$ cat src/rtl/pe_pkg.sv
// Shared types and constants for the Horner polynomial evaluator.
package pe_pkg;

  // Q16.16 data format
  localparam int DATA_W = 32;
  localparam int FRAC_W = 16;
  localparam int PROD_W = 2 * DATA_W;

  // Coefficient register file
  localparam int COEF_REGS = 8;
  localparam int COEF_IDX_W = $clog2(COEF_REGS);
  localparam int CFG_INDEX_W = 8;

  // Default number of polynomial terms (degree + 1)
  localparam int NUM_TERMS_DEF = 8;

  typedef logic signed [DATA_W-1:0] q16_t;
  typedef q16_t [COEF_REGS-1:0] coef_bank_t;

  localparam q16_t Q_MAX = {1'b0, {(DATA_W-1){1'b1}}};
  localparam q16_t Q_MIN = {1'b1, {(DATA_W-1){1'b0}}};

  // One item moving down the Horner chain
  typedef struct packed {
    logic valid;
    logic sat;
    q16_t acc;
    q16_t x;
  } lane_t;

endpackage

$ cat src/rtl/pe_coef_regs.sv
// Coefficient register file written through the configuration channel.
module pe_coef_regs (
  input  logic                           clk,
  input  logic                           rst,
  input  logic                           cfg_we,
  input  logic [pe_pkg::CFG_INDEX_W-1:0] cfg_index,
  input  pe_pkg::q16_t                   cfg_data,
  output pe_pkg::coef_bank_t             coef
);
  import pe_pkg::*;

  logic index_ok;

  // Drop writes beyond the register list
  assign index_ok = cfg_index < CFG_INDEX_W'(COEF_REGS);

  // Store one coefficient per transaction
  always_ff @(posedge clk) begin
    if (rst) begin
      coef <= '0;
    end else if (cfg_we && index_ok) begin
      coef[cfg_index[COEF_IDX_W-1:0]] <= cfg_data;
    end
  end

endmodule

$ cat config.mk
export PLATFORM = sky130hd
export DESIGN_NAME = pe_coef_regs
export DESIGN_NICKNAME = d
export VERILOG_FILES = /design/src/rtl/pe_pkg.sv /design/src/rtl/pe_coef_regs.sv
export SDC_FILE = /design/constraint.sdc
export NUM_CORES = 1
export LEC_CHECK = 0
export BUFFER_PORTS_ARGS = -buffer_cell sky130_fd_sc_hd__buf_2
export CAP_MARGIN = 20
export CORE_MARGIN = 2
export CORE_UTILIZATION = 47
export DETAILED_ROUTE_END_ITERATION = 8
export PLACE_DENSITY = 0.77
export SYNTH_ARGS = -nofsm -noshare
export SYNTH_HDL_FRONTEND = slang
export SYNTH_SLANG_ARGS = --single-unit
export TNS_END_PERCENT = 50
$ cat constraint.sdc
create_clock -name clk -period 1.85 [get_ports clk]
set_input_delay 0.37 -clock clk [delete_from_list [all_inputs] [get_ports clk]]
set_output_delay 0.37 -clock clk [all_outputs]
set_load 0.02 [all_outputs]
== Word-level counts from Yosys, hierarchy flattened ==
Cells that the tools add are included.
Widths: inputs -> output; s select.
Storage, ports and cells
  input port bits: 43
  word-level logic and storage cells: 16
  register bits: 256
Operators by class
  reduce and logical (&&, ||, !) cells: 2
  multiplexer cells: 3
  $lt $le $gt $ge: 3
Operators with widths (count)
  $bwmux 256: 1
  $demux 32 s3: 1
  $mux 32: 1
  $lt 8x4->1 const B: 1
  $lt 3x4->1 const B: 1
  $ge 3x1->1 const B: 1
  $logic_and 1x1->1: 2

== Depth between registers and ports, before layout ==
  depth in word-level cells: 5
  mapped depth: 6
  gate-level depth less buffers: 3

== Worst setup path before layout ==
No wires, ideal clock.
  path kind: input-to-reg
  start point: in cfg_index[4] in the netlist's numbering
  end point: reg coef[53] in the netlist's numbering
  path slack: 112 ps
  cell stages on the path: 5
  library setup time: 72 ps
  arrival time: 1666 ps
  cells stage by stage: nor4_4 -> and3_2 -> buf_8 -> buf_8 -> mux2i_1
On the way
  cells in the longest elaborated chain, start to end: 2
RTL lines
  start: declaration: line pe_coef_regs.sv:6  | input logic [pe_pkg::CFG_INDEX_W-1:0] cfg_index,
  $lt 8x4->1: line pe_coef_regs.sv:15  | assign index_ok = cfg_index < CFG_INDEX_W'(COEF_REGS);
  $logic_and 1x1->1: line pe_coef_regs.sv:21  | end else if (cfg_we && index_ok) begin
  end signal: indexed assignment: line pe_coef_regs.sv:22  | coef[cfg_index[COEF_IDX_W-1:0]] <= cfg_data;
  end: declaration: line pe_coef_regs.sv:8  | output pe_pkg::coef_bank_t coef
Every way passes these cells.
A chain may end at the register's enable or synchronous reset.

== Final worst setup path ==
  start point: reg coef[45] in the netlist's numbering
  end point: out coef[45] in the netlist's numbering
No word-level cell between the ends.

==> results.json <==
{
  "synth_cell_types": 18,
  "numClockSinks": 256,
  "htreeDepth": 1,
  "critPathSlowestCell": "dfxtp_1",
  "io_pins": 299,
  "status": "completed",
  "die_h_um": 150,
  "timing.fmax_ghz": 0.690,
  "cts_tree": "yes",
  "tightest_slew_ns": 0.460,
  "max_slew_margin_pct": 69.3,
  "worstPathRequired_ns": 1.48,
  "synth_seq_cells": 256,
  "fin_skew_ns": 0,
  "slew_viol_final": 0,
  "cts_setup_buffers": 0,
  "criticalPathCategory": "reg2out",
  "syn_nets": 949,
  "crit_chain": "buf_2",
  "hpwl_um": 17500,
  "drt-vias-per-instance": 4.87,
  "vias": 7131,
  "power.ir.vdd_worst_mv": 0.623,
  "yosysTopAreaCell": "dfxtp_1",
  "initialDrtViolationCount": 283,
  "first_pass_iters": 4,
  "start_util_pct": 48.0,
  "reg_top3": "coef (256)",
  "grt_antenna_before_repair": 1,
  "fin_crit_ns": 1.45,
  "ys_warn_count": 0,
  "critical_path_buf_inv_count": 1,
  "critPathLaunchType": "flip-flop",
  "synth_top_area_share_pct": 50.8,
  "cts_hold_buf": 0,
  "hold_violations": 0,
  "grt_pass1_vias": 7206,
  "drcViolationCount": 0,
  "critPathArrivalTime_ns": 1.08,
  "clock_path_buffers": 3,
  "root_buffer": "clkbuf_16",
  "nets": 1213,
  "slowest_delay_ns": 0.37,
  "row_count": 53,
  "powerDensity_mw_per_mm2": 883,
  "grt_max_degree": 76,
  "area_growth_pct": 26.4,
  "synth_area_per_cell_sq_um": 11.1,
  "die-area_sq_mm": 0.0226,
  "cts_resized": 0,
  "overflow": 0,
  "port_buffers": 298,
  "p_leak_nw": 7.03,
  "yosysSeqAreaShare_pct": 50.8,
  "place_congestion": 0.780,
  "synthesis.area_sq_mm": 0.0101,
  "grt_pass1_wl_um": 39700,
  "cts_made_buffers": 27,
  "path_clk_slew_ns": 0.06,
  "fin_ws_ns": 0.400,
  "rsz0062_at_grt": "false",
  "maxCapViolations": 0,
  "wl_per_cell_um": 17.6,
  "core_area_sq_mm": 0.0210,
  "drive_gt1_share_pct": 31.8,
  "drt.antenna.violating_nets": 0,
  "syn_inst": 906,
  "cp-end-kind": "output port",
  "critPathMaxFanout": 2,
  "finalSetupViolCount": 0,
  "insertion_delay_ns": 0.52,
  "fp.dieW_um": 150,
  "n_antenna_cell": 0,
  "finalSetupTns_ns": 0,
  "fin_crit_sh_pct": 78.4,
  "synth_area_leaders": "dfxtp_1 51%, mux2i_1 25%, nand2b_1 18%, clkbuf_1 2.0%, buf_6 0.89%",
  "min-delay-path-class": "in2reg",
  "largest_reg_flops": 256,
  "crit_family": "flip-flops",
  "finalWirelength_um": 25800,
  "grtUsageTotal_pct": 22.1,
  "post-place-ws_ns": 0.113,
  "top_register": "coef"
}
-- cell usage in the layout (no fill, tap or decap), drive strengths merged --
master and count:
nor2b 2, dfxtp 256, nor2 1, and3b 1
clkinv 5, inv 1, mux2i 256, nand2b 288
buf 325, bufinv 1, nand4 2, clkbuf 42
and3 2, nor3b 1, nand3 6, nor4 1
-- per-layer routing --
layer	share of wire (%)	wire (um)	GRT usage, %	vias to the layer above
met4	2.4	631	6.56	2
met5	0.050	13	0	-
met2	48	12200	37.4	226
li1	-	-	-	3470
met1	43	11000	27.7	3394
met3	7.3	1890	5.88	39
-- metrics by stage --
step	hold slack, ns	cells	area, sq um	total power [W]	util (%)
global placement	0.455	1416	11900	0.00605	56.4
finish	0.245	1465	12700	0.0113	60.6
CTS	0.231	1465	12700	0.0114	60.6
global route	0.255	1465	12700	0.0116	60.6
floorplan	0.546	906	10100	0.00591	-
detailed placement	0.459	1416	11900	0.00605	56.4
-- cells in the mapped netlist --
master,number
dfxtp_1,256
buf_2,13
nand2b_1,288
and3b_1,1
buf_4,2
clkbuf_1,53
buf_6,8
nand3_1,1
nor4_4,1
nand3_2,5
nand4_2,2
buf_8,2
buf_1,12
nor2_1,1
nor3b_1,1
mux2i_1,256
and3_2,2
nor2b_1,2
-- final cells by class --
class / instances / area (sq um)
fill: 1776 / 8280
sequential: 256 / 5120
multi-input combinational: 560 / 4530
timing repair buffer: 325 / 1860
clock buffer: 42 / 822
tap: 275 / 344
clock inverter: 7 / 63.8
-- kinds of logic (layout without fill, tap and decap cells) --
group                  count (synthesis)  in the layout  synth area share, %
AND/OR/NAND/NOR                      304            304                 19.3
multiplexers                         256            256                 25.4
flip-flops                           256            256                 50.8
buffers and inverters                 90            374                 4.41
-- worst paths after layout --
check	from	to	slack, ns	depth (start not counted)
setup / recovery	coef[45]$_SDFFE_PP0P_	coef[45]	0.40	1
hold / removal	rst	coef[145]$_SDFFE_PP0P_	0.25	3
setup reg to reg	coef[101]$_SDFFE_PP0P_	coef[101]$_SDFFE_PP0P_	1.22	2
hold reg to reg	coef[11]$_SDFFE_PP0P_	coef[11]$_SDFFE_PP0P_	0.47	2
-- where the power goes --
part | internal (W) | total (W) | leakage [nW] | switching, W
clock network | 0.00318 | 0.00533 | 0.443 | 0.00215
registers | 0.00552 | 0.00552 | 2.06 | 0.00000345
logic | 0.000180 | 0.000403 | 4.52 | 0.000223
No activity file was read; power rests on OpenSTA's default activity.
