===== config.mk =====
export PLATFORM = sky130hd
export DESIGN_NAME = pe_horner_step
export DESIGN_NICKNAME = d
export VERILOG_FILES = /design/src/rtl/pe_pkg.sv /design/src/rtl/pe_horner_step.sv
export SDC_FILE = /design/constraint.sdc
export NUM_CORES = 2
export LEC_CHECK = 0
export ABC_CLOCK_PERIOD_IN_PS = 27900
export BUFFER_PORTS_ARGS = -buffer_cell sky130_fd_sc_hd__buf_2
export CORE_UTILIZATION = 35
export DETAILED_ROUTE_END_ITERATION = 7
export PLACE_DENSITY = 0.49
export SLEW_MARGIN = 15
export SYNTH_ARGS = -nofsm -noshare
export SYNTH_HDL_FRONTEND = slang
export SYNTH_SLANG_ARGS = --single-unit

===== constraint.sdc =====
create_clock -name clk -period 27.9 [get_ports clk]
set_input_delay 8.37 -clock clk [delete_from_list [all_inputs] [get_ports clk]]
set_output_delay 8.37 -clock clk [all_outputs]
set_load 0.005 [all_outputs]

===== src/rtl/pe_pkg.sv =====
// Shared types and constants for the Horner polynomial evaluator.
package pe_pkg;

  // Q16.16 data format
  localparam int DATA_W = 32;
  localparam int FRAC_W = 16;
  localparam int PROD_W = 2 * DATA_W;

  // Coefficient register file
  localparam int COEF_REGS = 8;
  localparam int COEF_IDX_W = $clog2(COEF_REGS);
  localparam int CFG_INDEX_W = 8;

  // Default number of polynomial terms (degree + 1)
  localparam int NUM_TERMS_DEF = 8;

  typedef logic signed [DATA_W-1:0] q16_t;
  typedef q16_t [COEF_REGS-1:0] coef_bank_t;

  localparam q16_t Q_MAX = {1'b0, {(DATA_W-1){1'b1}}};
  localparam q16_t Q_MIN = {1'b1, {(DATA_W-1){1'b0}}};

  // One item moving down the Horner chain
  typedef struct packed {
    logic valid;
    logic sat;
    q16_t acc;
    q16_t x;
  } lane_t;

endpackage


===== src/rtl/pe_horner_step.sv =====
// One Horner step: registered multiply, then add, floor shift and saturate.
module pe_horner_step (
  input  logic          clk,
  input  logic          rst,
  input  pe_pkg::lane_t lane_in,
  input  pe_pkg::q16_t  coef,
  output pe_pkg::lane_t lane_out
);
  import pe_pkg::*;

  localparam int SHIFT_W = PROD_W - FRAC_W;

  logic                      mul_valid;
  logic                      mul_sat;
  q16_t                      mul_x;
  logic signed [PROD_W-1:0]  mul_prod;

  logic signed [PROD_W-1:0]  prod_next;
  logic signed [PROD_W-1:0]  coef_ext;
  logic signed [PROD_W-1:0]  full;
  logic signed [SHIFT_W-1:0] shifted;
  logic                      ovf_hi;
  logic                      ovf_lo;
  q16_t                      acc_next;

  // Full product of accumulator and sample
  assign prod_next = PROD_W'(lane_in.acc) * PROD_W'(lane_in.x);

  // Hold the product for the add stage
  always_ff @(posedge clk) begin
    mul_prod <= prod_next;
    mul_x    <= lane_in.x;
    mul_sat  <= lane_in.sat;
    if (rst) begin
      mul_valid <= 1'b0;
    end else begin
      mul_valid <= lane_in.valid;
    end
  end

  // Add the coefficient aligned to Q32.32, drop the low fraction bits
  assign coef_ext = {{(PROD_W-DATA_W-FRAC_W){coef[DATA_W-1]}}, coef, {FRAC_W{1'b0}}};
  assign full     = mul_prod + coef_ext;
  assign shifted  = full[PROD_W-1:FRAC_W];

  // Clamp when the upper bits are not a sign extension
  assign ovf_hi   = !shifted[SHIFT_W-1] && (|shifted[SHIFT_W-2:DATA_W-1]);
  assign ovf_lo   = shifted[SHIFT_W-1] && !(&shifted[SHIFT_W-2:DATA_W-1]);
  assign acc_next = ovf_hi ? Q_MAX : (ovf_lo ? Q_MIN : shifted[DATA_W-1:0]);

  // Register the step result
  always_ff @(posedge clk) begin
    lane_out.acc <= acc_next;
    lane_out.x   <= mul_x;
    lane_out.sat <= mul_sat | ovf_hi | ovf_lo;
    if (rst) begin
      lane_out.valid <= 1'b0;
    end else begin
      lane_out.valid <= mul_valid;
    end
  end

endmodule


## Word level (Yosys, flattened, before mapping)

Cells that the tools add are included.

| word-level totals | value |
|---|---|
| register bits after elaboration | 164 |
| input port bits | 100 |
| output and inout bits | 66 |
| word-level logic and storage cells | 19 |

| cells by class | value |
|---|---|
| $add $sub $neg | 1 |
| $mul | 1 |
| muxes and demuxes | 1 |
| bitwise logic cells | 2 |
| reductions and logical operators | 6 |

Operators with widths:

| cell | count |
|---|---|
| adder 64 x 48 -> 64 bit | 1 |
| multiplier 32 x 32 -> 64 bit | 1 |
| two-way mux 32 bit | 1 |
| AND reduction 16 bit | 1 |
| OR reduction 16 bit | 1 |
| logical AND 1 bit | 2 |
| zero test 1 bit | 2 |
| OR 1 bit | 2 |

## Longest topological paths before layout

| depth | value |
|---|---|
| depth in word-level cells | 5 |
| mapped depth | 28 |

## Worst setup path after synthesis

No wires, ideal clock.

| timing | value |
|---|---|
| kind | input to register |
| start | input port lane_in[2] (netlist bit) |
| end | register mul_prod[59] |
| library setup time | 0.072 ns |
| arrival time | 15.602 ns |
| setup slack | 12.226 ns |
| stages on the path | 25 |
| buffers on the path | 1 |
| path through | clkbuf_1 nand2_1 inv_1 fa_1 fa_1 fa_1 fa_1 inv_1 fa_1 inv_1 fa_1 fa_1 inv_1 fa_1 inv_1 ha_1 a21o_1 a21oi_1 nor2b_1 o21ai_0 a21boi_0 a311oi_1 o21ai_0 a21boi_0 xnor2_1 |

| on the way | value |
|---|---|
| word-level cells in the longest chain between the ends | 1 |

RTL lines:

| item | line | RTL |
|---|---|---|
| start, declared | pe_horner_step.sv:5 | `input pe_pkg::lane_t lane_in,` |
| multiplier 32 x 32 -> 64 bit | pe_horner_step.sv:27 | `assign prod_next = PROD_W'(lane_in.acc) * PROD_W'(lane_in.x);` |
| net prod_next[59] | pe_horner_step.sv:18 | `logic signed [PROD_W-1:0] prod_next;` |
| end signal, assigned | pe_horner_step.sv:31 | `mul_prod <= prod_next;` |
| end, declared | pe_horner_step.sv:16 | `logic signed [PROD_W-1:0] mul_prod;` |

The timed path passes the listed nets, and every way through them passes these cells.
A chain may end at the register's enable or synchronous reset.

## Final worst setup path

| timing | value |
|---|---|
| start | input port lane_in[63] (netlist bit) |
| end | register mul_prod[59] |

Same word-level chain as after synthesis.

==> results by group <==
STA
  – Max Slew Vio Count: 0
  – Pin slew with the least headroom to its limit: between 1000 and 1500 ps
  – Endpoints failing hold: 0
  – Final clock skew: around 18 ps
  – Slew headroom: 21.22%
  – Unrepaired setup endpoints after global routing: no
  – Max Clk Rate: roughly 61 MHz
  – Period minus WS final: 16410 ps
  – Setup tns final: 0 ps
  – Final Worst Setup Slack: 11490 ps
  – Fin crit share: about three fifths
  – Final Setup Violations: 0

Finish
  – Most common cell after layout, fill and taps aside: fa_1
  – Area grow syn2layout: 6.937%
  – Commonest non-fill, non-tap cells in the layout: fa_1 (1082), inv_1 (971), nand2_1 (567)
  – Share of cells above drive strength 1: 5.820%
  – Layout Nets: about 6000
  – Final core occ: a little under two fifths
  – Layout fillers: 12110

Setup path
  – Reg2reg path depth: 12
  – CP Max Fanout: 32
  – Critical Path Slowest Stage Cell: fa_1
  – R2r endpoint: lane_out[61]$_SDFF_PP1_
  – Critical R2R Launch: mul_prod[16]$_DFF_P_
  – WP data required: 28350 ps
  – R2R Setup Slk: 23100 ps
  – Cell mode on critical path: fa_1
  – Top delay family on crit path: adder cells
  – CP arrival: 16860 ps
  – Critical Path Source: lane_in[63]
  – Crit Path Category: in2reg
  – Worst setup SP type: primary input
  – Crit path capture type: register
  – Worst setup path end: mul_prod[59]$_DFF_P_
  – Bufs and invs on worst path: 8
  – Crit path depth: 27
  – Worst path max stage delay: 830 ps

Status
  – Status: completed

Route
  – Mean routed wirelength per cell: between 20 and 25 um
  – Starting DRT DRC Count: 1461
  – DR DRC count: 0
  – Post-DRT Antenna Nets: 0
  – Vias/cell: 4.892
  – Via count: 29710
  – Drt first pass iters: 5
  – Total routed wirelength: 125.6 mm

Synth
  – Most used DFF post-synth: dfxtp_1
  – Largest area contributor in the netlist: fa_1
  – Synthesized instance count: 4444
  – Distinct cells, synth: 80
  – Register area share after synthesis: 7.068%
  – FF+latch count, synth: 148
  – Mapped Area: 41920 um2
  – Syn_area_per_cell: 9.433 um2
  – Post-synth EDFFs: 0
  – Synth area leaders: fa_1 (52%), inv_1 (8.7%), and2_1 (7.8%), dfxtp_1 (7.1%), ha_1 (6.8%)
  – Syn Nets: 5853
  – Yosys warns: 0
  – Post-synthesis async set-or-reset flop share: 0%
  – Top-area cell type share of the netlist area: 51.67%

Clocking
  – Clk_lat worst skew: 540 ps
  – CTS Buf Count: 17
  – # clock sinks: 148
  – Post-cts resize count: 0
  – Clock slew seen by the registers of the worst setup and hold paths: 70 ps
  – H-tree Lvls: 4
  – TritonCTS clock tree: built
  – Maximum root-to-sink buffer count: 2
  – CTS Root Cell: clkbuf_16
  – Post-CTS Setup Bufs: 0
  – Hold_buf cts: 0

Global route
  – First-pass GRT wire length: roughly 200 mm
  – Pin count of the biggest net entering global routing: 34
  – GRT Resource Usage Total: a little over a fifth
  – Number of global-route vias before repair: 32490
  – Initial antenna violation count: 3
  – Grt ovf: 0

Die
  – Die H: 348.1 um
  – Boundary pin count: around 170
  – Die Area: roughly 120000 um2
  – Cell Rows: 126
  – Initial cell density of the core: 35.41%
  – Core area: 118400 um2
  – Die W: about 350 um

Place
  – DP HPWL: 97.35 mm
  – GPL Wtd Cong: 0.8672
  – Dpl ws: 10950 ps
  – Port Buf Inserts: 165

Flow run
  – Max_cap viols: 0

Worst hold path
  – Hold crit path type: reg2reg
==> worst reg2reg max path, stage by stage, from the launching register on <==
cell and delay, ps:
dfxtp_1 320, ha_1 200, fa_1 430, a211oi_1 380
o21ai_1 220, a211o_1 350, o2bb2ai_2 220, a41o_1 250
nor3_1 890, nor4b_1 340, nand4_1 390, o21a_2 500
a211oi_1 230
==> layout make-up <==
cell class	instances	area (um2)	share of cell area, %
multi-input combinational	3106	34460	76.88
clock inverter	15	157.7	0.3517
antenna	5	12.51	0.02791
sequential	148	2963	6.610
inverter	972	3649	8.139
clock buffer	17	425.4	0.9490
timing repair buffer	209	1156	2.579
tap	1600	2002	4.466
==> synthesized netlist by cell type (4+ instances only) <==
| master | instances |
|---|---|
| xnor2_1 | 62 |
| inv_1 | 971 |
| a211o_1 | 8 |
| o31a_1 | 4 |
| dfxtp_1 | 148 |
| xor2_1 | 29 |
| or3_1 | 15 |
| o21a_1 | 13 |
| nor3_1 | 19 |
| o21bai_1 | 12 |
| fa_1 | 1082 |
| buf_2 | 10 |
| a31oi_1 | 7 |
| or2_2 | 6 |
| o21ai_0 | 51 |
| nand4_1 | 20 |
| nor4_1 | 7 |
| a21o_1 | 30 |
| mux2i_1 | 5 |
| and3_1 | 10 |
| and4_1 | 10 |
| nand2_1 | 567 |
| nand3_1 | 22 |
| nand2b_1 | 11 |
| nor2_1 | 89 |
| and2_1 | 520 |
| nand4b_1 | 5 |
| ha_1 | 227 |
| o32ai_1 | 4 |
| o2111ai_1 | 6 |
| o211ai_1 | 26 |
| clkbuf_1 | 203 |
| nor2b_1 | 15 |
| a211oi_1 | 17 |
| a21boi_0 | 5 |
| o21ai_1 | 29 |
| a21oi_1 | 108 |
==> routing by layer <==
metal  wire length, um  share of wire, %  GRT usage [%]  vias up
li1                  -                 -              -    13170
met1             50230                40          26.14    15720
met2             66870                53          39.68      653
met3              4657               3.7          2.414      161
met4              3791               3.0          7.138        0
met5                 0                 0              0        -
==> how the worst min path moves through the flow <==
stage,end,from,cells after the start
after floorplan,lane_out[0]$_DFF_P_,mul_x[0]$_DFF_P_,0
after global placement,lane_out[23]$_DFF_P_,mul_x[23]$_DFF_P_,0
final,lane_out[15]$_DFF_P_,mul_x[15]$_DFF_P_,0
after detailed placement,lane_out[10]$_DFF_P_,mul_x[10]$_DFF_P_,0
after CTS,lane_out[25]$_DFF_P_,mul_x[25]$_DFF_P_,0
after global routing,lane_out[10]$_DFF_P_,mul_x[10]$_DFF_P_,0
==> through the flow <==
stage	instance area, um2	hold WS (ps)	cells
6_report	44830	326.7	6072
4_1_cts	44810	328.1	6067
3_3_place_gp	44230	309.6	6035
5_1_grt	44810	330.5	6067
3_5_place_dp	44230	312.1	6035
2_1_floorplan	41920	309.6	4444
==> cells by family after synthesis <==
family                     synth area share (%)
adders and majority gates                 58.45
AOI/OAI and AO/OA                         5.662
muxes                                    0.1731
DFF                                       7.068
xor gates and xnor gates                  1.901
buffers and inverters                     10.72
and+or+nand+nor                           16.03
==> state kept, by name, summed over array words and instances (netlist names) <==
name and cells:
mul_x 32, mul_prod 48, mul_valid 1, lane_out 66, mul_sat 1
Power is left out: the tool's default activity adds up to more than one toggle a clock period on the data nets, which glitch-free logic cannot reach.
